$ cat config.mk
export PLATFORM = sky130hd
export DESIGN_NAME = windowed_moving_average_top
export DESIGN_NICKNAME = d
export VERILOG_FILES = /design/src/sv/wma_pkg.sv /design/src/sv/windowed_moving_average_top.sv
export SDC_FILE = /design/constraint.sdc
export NUM_CORES = 2
export LEC_CHECK = 0
export BUFFER_PORTS_ARGS = -buffer_cell sky130_fd_sc_hd__clkbuf_2
export CAP_MARGIN = 5
export CORE_ASPECT_RATIO = 0.75
export CORE_UTILIZATION = 45
export DETAILED_ROUTE_END_ITERATION = 8
export PLACE_DENSITY_LB_ADDON = 0.1
export RECOVER_POWER = 50
export SETUP_SLACK_MARGIN = 0.05
export SYNTH_ARGS = -nofsm -noshare
export SYNTH_HDL_FRONTEND = slang
export SYNTH_SLANG_ARGS = --single-unit
$ cat constraint.sdc
create_clock -name clock -period 11.36 [get_ports clock]
set_clock_uncertainty 0.2 [all_clocks]
set_input_delay 3.408 -clock clock [delete_from_list [all_inputs] [get_ports clock]]
set_output_delay 3.408 -clock clock [all_outputs]
set_load 0.05 [all_outputs]
$ cat src/sv/wma_pkg.sv
// shared constants and types for the windowed moving average block
`default_nettype none

package wma_pkg;

   localparam int MAX_WINDOW  = 32;
   localparam int SLOT_W      = $clog2(MAX_WINDOW);
   localparam int CNT_W       = $clog2(MAX_WINDOW + 1);
   localparam int SAMPLE_W    = 32;
   localparam int SUM_W       = SAMPLE_W + SLOT_W;
   localparam int WINDOW_W    = 6;
   localparam int HELD_W      = 6;
   localparam int DIV_STEP_W  = $clog2(SUM_W);
   localparam int REQ_TDATA_W = ((SAMPLE_W + 7) / 8) * 8;
   localparam int RSP_FIELD_W = SAMPLE_W + HELD_W;
   localparam int RSP_TDATA_W = ((RSP_FIELD_W + 7) / 8) * 8;

   typedef enum logic [2:0] {
      ST_IDLE,
      ST_READ,
      ST_ACCUM,
      ST_LOAD,
      ST_DIVIDE,
      ST_FINISH
   } state_type;

endpackage : wma_pkg

`default_nettype wire

$ cat src/sv/windowed_moving_average_top.sv
// boxcar moving average over a ring memory with an iterative divider
`default_nettype none

// Boxcar moving average of signed 32-bit samples. Each request carries one sample
// (tdata) and a restart flag (tuser) that clears the history before the sample is
// taken; each request gives one response with the average (sum / samples held,
// truncated toward zero) and the number of samples held. Writing the window
// register (1..32, zero reads as 1, larger values saturate) also clears the
// history; window writes are taken only while the block is idle. Samples live in
// a 32-entry ring memory, read in ST_READ ahead of the running-sum update in
// ST_ACCUM. A response follows its request through the memory read, sum update,
// divider load, a restoring divider that retires one quotient bit per cycle, and
// a register for the result. Requests are taken one at a time; the next one is
// taken while the previous response still waits in the output register, and a
// finished result waits until that register is free.
module windowed_moving_average_top (
   input  wire logic                            clock,
   input  wire logic                            reset,
   // sample[31:0]
   input  wire logic [wma_pkg::REQ_TDATA_W-1:0] req_tdata,
   // restart
   input  wire logic                            req_tuser,
   input  wire logic                            req_tvalid,
   output logic                                 req_tready,
   // average[31:0], samples_held[37:32], zero pad above
   output logic [wma_pkg::RSP_TDATA_W-1:0]      rsp_tdata,
   output logic                                 rsp_tvalid,
   input  wire logic                            rsp_tready,
   input  wire logic [wma_pkg::WINDOW_W-1:0]    csr_data,
   input  wire logic                            csr_valid,
   output logic                                 csr_ready
);
   import wma_pkg::*;

   state_type                  state_ff, state_in;
   logic [WINDOW_W-1:0]        window_ff, window_in;
   logic signed [SUM_W-1:0]    sum_ff, sum_in;
   logic [SLOT_W-1:0]          write_slot_ff, write_slot_in;
   logic [CNT_W-1:0]           fill_ff, fill_in;
   logic [SLOT_W-1:0]          slot_ff, slot_in;
   logic                       full_ff, full_in;
   logic [SAMPLE_W-1:0]        sample_ff, sample_in;
   logic [SUM_W-1:0]           quo_ff, quo_in;
   logic [CNT_W-1:0]           rem_ff, rem_in;
   logic [DIV_STEP_W-1:0]      step_ff, step_in;
   logic                       neg_ff, neg_in;
   logic                       rsp_valid_ff, rsp_valid_in;
   logic [SAMPLE_W-1:0]        avg_ff, avg_in;
   logic [HELD_W-1:0]          held_ff, held_in;

   logic [SAMPLE_W-1:0]        ring [MAX_WINDOW];
   logic [SAMPLE_W-1:0]        rd_data_ff;
   logic                       ring_we;

   logic [CNT_W-1:0]           win;
   logic [SLOT_W-1:0]          base_slot;
   logic [CNT_W-1:0]           base_fill;
   logic [CNT_W-1:0]           slot_next;
   logic signed [SUM_W-1:0]    old_term;
   logic [CNT_W:0]             trial;
   logic                       trial_ge;
   logic [SAMPLE_W-1:0]        quo_low;

   // zero and oversize window values are folded into range
   always_comb begin
      if (window_ff == '0) begin
         win = CNT_W'(1);
      end else if (int'(window_ff) > MAX_WINDOW) begin
         win = CNT_W'(MAX_WINDOW);
      end else begin
         win = CNT_W'(window_ff);
      end
   end

   // a window write wins over a request in the same cycle
   assign req_tready = (state_ff == ST_IDLE) && !csr_valid;
   assign csr_ready  = (state_ff == ST_IDLE);
   assign rsp_tvalid = rsp_valid_ff;
   assign rsp_tdata  = RSP_TDATA_W'({held_ff, avg_ff});
   assign ring_we    = (state_ff == ST_ACCUM);

   always_comb begin
      base_slot = req_tuser ? '0 : write_slot_ff;
      base_fill = req_tuser ? '0 : fill_ff;
      slot_next = CNT_W'(slot_ff) + CNT_W'(1);
      old_term  = full_ff ? SUM_W'(signed'(rd_data_ff)) : '0;
      trial     = {rem_ff, quo_ff[SUM_W-1]};
      trial_ge  = (trial >= {1'b0, fill_ff});
      quo_low   = quo_ff[SAMPLE_W-1:0];
   end

   always_comb begin
      state_in      = state_ff;
      window_in     = window_ff;
      sum_in        = sum_ff;
      write_slot_in = write_slot_ff;
      fill_in       = fill_ff;
      slot_in       = slot_ff;
      full_in       = full_ff;
      sample_in     = sample_ff;
      quo_in        = quo_ff;
      rem_in        = rem_ff;
      step_in       = step_ff;
      neg_in        = neg_ff;
      rsp_valid_in  = rsp_valid_ff;
      avg_in        = avg_ff;
      held_in       = held_ff;

      if (rsp_valid_ff && rsp_tready) begin
         rsp_valid_in = 1'b0;
      end

      case (state_ff)
         ST_IDLE: begin
            if (csr_valid) begin
               window_in     = csr_data;
               sum_in        = '0;
               write_slot_in = '0;
               fill_in       = '0;
            end else if (req_tvalid) begin
               // restart clears the history before this sample
               sum_in    = req_tuser ? '0 : sum_ff;
               fill_in   = base_fill;
               slot_in   = (CNT_W'(base_slot) >= win) ? '0 : base_slot;
               full_in   = (base_fill >= win);
               sample_in = req_tdata[SAMPLE_W-1:0];
               state_in  = ST_READ;
            end
         end
         ST_READ: begin
            state_in = ST_ACCUM;
         end
         ST_ACCUM: begin
            sum_in        = sum_ff - old_term + SUM_W'(signed'(sample_ff));
            fill_in       = full_ff ? fill_ff : fill_ff + CNT_W'(1);
            write_slot_in = (slot_next >= win) ? '0 : slot_next[SLOT_W-1:0];
            state_in      = ST_LOAD;
         end
         ST_LOAD: begin
            neg_in   = sum_ff[SUM_W-1];
            quo_in   = sum_ff[SUM_W-1] ? SUM_W'(-sum_ff) : SUM_W'(sum_ff);
            rem_in   = '0;
            step_in  = DIV_STEP_W'(SUM_W - 1);
            state_in = ST_DIVIDE;
         end
         ST_DIVIDE: begin
            // restoring division, one quotient bit per cycle
            rem_in = trial_ge ? CNT_W'(trial - {1'b0, fill_ff}) : trial[CNT_W-1:0];
            quo_in = {quo_ff[SUM_W-2:0], trial_ge};
            if (step_ff == '0) begin
               state_in = ST_FINISH;
            end else begin
               step_in = step_ff - DIV_STEP_W'(1);
            end
         end
         ST_FINISH: begin
            if (!rsp_valid_ff || rsp_tready) begin
               rsp_valid_in = 1'b1;
               avg_in       = neg_ff ? (~quo_low + SAMPLE_W'(1)) : quo_low;
               held_in      = HELD_W'(fill_ff);
               state_in     = ST_IDLE;
            end
         end
         default: begin
            state_in = ST_IDLE;
         end
      endcase
   end

   always_ff @(posedge clock) begin
      if (reset) begin
         state_ff      <= ST_IDLE;
         window_ff     <= WINDOW_W'(1);
         sum_ff        <= '0;
         write_slot_ff <= '0;
         fill_ff       <= '0;
         rsp_valid_ff  <= 1'b0;
      end else begin
         state_ff      <= state_in;
         window_ff     <= window_in;
         sum_ff        <= sum_in;
         write_slot_ff <= write_slot_in;
         fill_ff       <= fill_in;
         rsp_valid_ff  <= rsp_valid_in;
      end
   end

   always_ff @(posedge clock) begin
      slot_ff   <= slot_in;
      full_ff   <= full_in;
      sample_ff <= sample_in;
      quo_ff    <= quo_in;
      rem_ff    <= rem_in;
      step_ff   <= step_in;
      neg_ff    <= neg_in;
      avg_ff    <= avg_in;
      held_ff   <= held_in;
   end

   // sample ring, registered read of the slot about to be replaced
   always_ff @(posedge clock) begin
      if (ring_we) begin
         ring[slot_ff] <= sample_ff;
      end
      rd_data_ff <= ring[slot_ff];
   end

endmodule : windowed_moving_average_top

`default_nettype wire

=== Word level (Yosys, flattened, before mapping) ===
Memory sizes are Yosys's and may differ from the RTL's. A register that Yosys moved wholly into a read port is not among the register bits.
Index checks and enable logic that the tools add are counted.

* Bits in registers: 184
* RAM bits: 1,024
* Input bits: 44
* Output and inout bits: 43
* Logic and storage cells: 96
* Memories kept: 1

{| class="wikitable"
|+ Memories
! memory !! words !! bits a word !! read ports !! clocked after Yosys merged registers in !! wr ports !! RTL line !! RTL
|-
| ring || 32 || 32 || 1 || 1 || 1 || windowed_moving_average_top.sv:51 || <nowiki>logic [SAMPLE_W-1:0] ring [MAX_WINDOW];</nowiki>
|}

* Add/subtract/negate cells: 8
* $lt $le $gt $ge: 5
* Equal/unequal tests: 14
* Multiplexer cells: 33
* Bitwise gates (word level): 2
* Reductions and logical operators: 18

{| class="wikitable"
|+ Operators by type and width
! kind !! count
|-
| 2-to-1 mux 37 bit || 5
|-
| case mux 37 bit (2 select lines) || 2
|-
| 2-to-1 mux 6 bit || 8
|-
| adder 37 x 32 -> 37 bit || 1
|-
| negator 37 bit || 1
|-
| subtractor 37 bit || 1
|-
| case mux 6 bit (2 select lines) || 3
|-
| adder 32 x 1 -> 32 bit, second input constant || 1
|-
| 2-to-1 mux 32 bit || 1
|-
| NOT 32 bit || 1
|-
| case mux 3 bit (6 select lines) || 1
|-
| 2-to-1 mux 5 bit || 3
|-
| != test 2 bit, second input constant || 7
|-
| >= comparator 6 bit || 2
|-
| logical NOT 6 bit || 2
|-
| 2-to-1 mux 3 bit || 4
|-
| case mux 5 bit (2 select lines) || 1
|-
| AND reduction 3 bit || 3
|-
| AND reduction 2 bit || 4
|-
| >= comparator 7 x 6 -> 1 bit || 1
|-
| adder 5 x 1 -> 6 bit, second input constant || 1
|-
| adder 6 x 1 -> 6 bit, second input constant || 1
|-
| == test 3 x 2 -> 1 bit, second input constant || 2
|-
| == test 3 bit, second input constant || 2
|-
| other kinds (14) || 22
|}

=== Logic depth before layout (Yosys ltp) ===
* Word-level depth: 6
* Depth in mapped cells: 16
* Depth with buffers taken out: 14

=== Worst setup path before layout ===
OpenSTA, ideal clock, no wires.

* Path kind: input port to output port
* Start: input csr_valid
* End: output req_tready
* Data arrival time: 4,484 ps
* Required time: 7,752 ps
* Slack: 3,268 ps
* Stages: 1
* Buffers on the path: 0
* Path through: nor3_1

* Word-level cells in the longest chain between the ends: 2

{| class="wikitable"
|+ Ends and longest elaborated chain
! element !! RTL line !! RTL
|-
| start: declaration || windowed_moving_average_top.sv:30 || <nowiki>input wire logic csr_valid,</nowiki>
|-
| logical NOT 1 bit || windowed_moving_average_top.sv:76 || <nowiki>assign req_tready = (state_ff == ST_IDLE) && !csr_valid;</nowiki>
|-
| logical AND 1 bit || windowed_moving_average_top.sv:76 ||
|-
| end: declaration || windowed_moving_average_top.sv:24 || <nowiki>output logic req_tready,</nowiki>
|}

Every way passes these cells.

=== Final worst setup path ===
Same ends and word-level chain as after synthesis.

==> impl_results.md <==
- Post-detail-place hpwl: 71.95 mm
- Net count, final: 3162
- Core Box Area: 111700 um2
- Row cnt: 106
- Total Routing Usage GR: 23.12%
- Most used cell, CP: clkbuf_2
- TritonCTS clock tree: yes
- Routed Antenna Nets: 0
- Most Used Layer, Global Route: met2
- DIE AREA: 114300 um2
- Seq/Total Area, Yosys: 71.47%
- Clock slew seen by the registers of the worst setup and hold paths: around 0.070 ns
- Max FO, Critical Path: 3
- Worst setup EP type: output pin
- Chip height: 293.1 um
- Post-CTS setup buffer count: 0
- Routed WL: 130.9 mm
- Met2 GRT Util: 36.01%
- Initial antenna violation count: 3
- Clock latency on the worst-skew pair: between 0.7 and 0.8 ns
- Status: complete, but fails checks
- Clock buffer count from CTS: between 100 and 150
- RSZ-0062 raised after global routing: false
- Placed insts: around 4400
- Min-Delay Endpoint: write_slot_ff[4]$_SDFFE_PP0P_
- Critical Path RT: 7.75 ns
- Relative slew slack: -186.4%
- Initial core utilization: 45.53%
- Share of post-route cells with drive strength above 1: 19.74%
- Final TNS setup: 0 ns
- Sink Count: 1240
- CP Launch Point: csr_valid
- Via total after detailed routing: 27006
- Synth Register Bits: 1240
- H-tree Lvls: 3
- DR pass1 iterations: 7
- Die Wd: between 300 and 400 um
- Most common cell after layout, fill and taps aside: edfxtp_1
- Async set-or-reset flop fraction in the synthesized netlist: 0%
- DRC Markers: 0
- Slowest Stage Delay on Critical Path: 0.31 ns
- Pwr/cell area: 178.0 nW/um2
- Met3 Use GR: under 10%
- Reg2reg path depth: 6
- Post-CTS resize count: 0
- Largest net degree at the start of global routing: around 140
- Worst-path cell chain: clkbuf_2 > nor3_1 > clkbuf_2
- Vias in the first global route: roughly 27000
- Hold Crit Class: reg2reg
- Port Buffers: 84
- Fmax: 131.5 MHz
- Final GP Congestion: ~0.84
- Syn Inst Count: 2862
- First-pass GRT wire length: 190.0 mm
- Synth Flop Type: edfxtp_1
- Area Growth Syn to Fin: 12.60%
- Final Cycle Share: 66.96%
- I/O pins: 87
- Filler instances: about 9200
- Antenna diodes: 0
- Fin cells: 4623
- Met1 usage: about a third
- Flop-to-flop setup slack: 4.66 ns
- Leak pwr: 18.73 nW
- Most frequent cells in the layout: 1150 x edfxtp_1, 256 x mux4_2, 169 x inv_1, 141 x a22oi_1, 123 x clkbuf_16
- RR Endpoint: rd_data_ff[25]$_DFF_P_
- Pre-CTS setup slack: 3.750 ns
- Wire per inst: about 28 um
- Worst hold stages: 2
- Synth Cell Area: 50840 um2
- Cell variety after synth: 66
- Reg2reg start: slot_ff[0]$_SDFFCE_PP0P_
- Via/cell ratio: 5.842
- Hold Crit Start: write_slot_ff[4]$_SDFFE_PP0P_
- Post-route minimum period: between 7 and 8 ns
- Failing checks: capacitance limit, slew limit
- Total number of yosys warnings: 0
- CTS Buffer Depth: 3
- Slew Limit Fails: around 350
- Sum of buffers and inverters on the critical path: 2
- Syn Area/Cell: between 15 and 20 um2
- Crit path max-delay family: buffers and inverters
- Root buf cell: clkbuf_16
- Worst-Margin Slew: 4.296 ns
- Crit path DAT: 4.00 ns
- Final Hold Viols: 0
- Initial detailed-routing violation count: 2707
- Global route overflow: 0
- Critical path class: in2out
- Number of synthesized flops with an enable pin: 1150
- Finish-stage setup viols: 0
- Peak supply drop: 0.0001484 V
- Slowest stage cell, crit path: clkbuf_2
- Maxcap violations: 7
- Final WS setup: 3.754 ns
- Crit start category: input pin
- # hold bufs at CTS: 0
[cell families after synthesis]
kind of cell / share of synthesized area, %
flops: 71.47
simple gates: 4.265
compound gates: 5.451
buf+inv: 2.244
mux: 11.48
xor+xnor: 1.929
fa+ha+maj: 3.155
other cells: 0.007376
[power breakdown]
| part | switching (mW) | total (mW) | internal (mW) |
|---|---|---|---|
| clock | 1.75 | 4.00 | 2.25 |
| combinational | 0.639 | 1.05 | 0.413 |
| sequential | 0.0726 | 5.14 | 5.06 |
[per-layer routing]
metal	up-vias	part of all wire (%)
met5	-	0
met2	890	46
li1	11606	-
met4	0	1.8
met3	154	6.3
met1	14356	46
[Yosys cell counts (8+ instances only)]
cell      instances  share of area, %
edfxtp_1       1150                68
mux4_2          256                11
inv_1           169               1.2
a22oi_1         141               2.1
nor2_1          118              0.87
nand2_1         105              0.78
clkbuf_1         99              0.73
xnor2_1          97               1.7
dfxtp_1          90               3.5
o21ai_0          87              0.86
a21oi_1          76              0.75
ha_1             69               1.7
and2_1           42              0.52
nand4_1          41              0.50
fa_1             37               1.5
buf_1            32              0.24
a22o_1           23              0.40
nand2b_1         18              0.22
a21o_1           17              0.25
nor2b_1          16              0.20
nor3_1           15              0.15
xor2_1           15              0.26
and3_1           13              0.16
o31ai_1          13              0.19
nand3_1          10             0.098
nor4_1           10              0.12
o41ai_1           9              0.16
o21bai_1          8              0.12
[per-stage QoR]
step                util, %  total power, mW  hold slack (ns)  instance area, um2
finish                51.26            10.19           0.2660               57240
global route          51.26            10.55           0.3028               57240
CTS                   51.46            10.26           0.2662               57470
detailed placement    47.95            6.283           0.2570               53550
global placement      47.95            6.271           0.2587               53550
floorplan                 -            5.964           0.2263               50840
[state kept, by name, indices dropped and copies added, names as in the netlist]
register and cells:
fill_ff 6, state_ff 3, rem_ff 6, full_ff 1, ring 1024, window_ff 6
avg_ff 32, rsp_tvalid 1, step_ff 6, quo_ff 37, write_slot_ff 5, neg_ff 1
held_ff 6, sum_ff 37, rd_data_ff 32, slot_ff 5, sample_ff 32
[worst min-delay path, cell delays in order (launching register included)]
cell and delay, ns:
dfxtp_1 0.33, nand2_1 0.06, nand2_1 0.04
[worst max path at each step]
stage	slack, ns	cells after the start	end
after detailed placement	3.75	3	req_tready
after global routing	3.72	3	req_tready
after global placement	3.76	3	req_tready
after CTS	3.75	3	req_tready
after floorplan	3.27	1	req_tready
final	3.75	3	req_tready
[layout make-up]
type / count / area [um2] / share of cell area [%]
flip-flops and latches: 1240 / 36330 / 63.47
multi-input cells: 1321 / 13550 / 23.67
clock buffers: 145 / 3191 / 5.574
well taps: 1512 / 1892 / 3.305
repair buffers: 162 / 909.6 / 1.589
clock inverters: 74 / 734.5 / 1.283
inverters: 169 / 634.4 / 1.108
(Power assumes the default switching activity.)
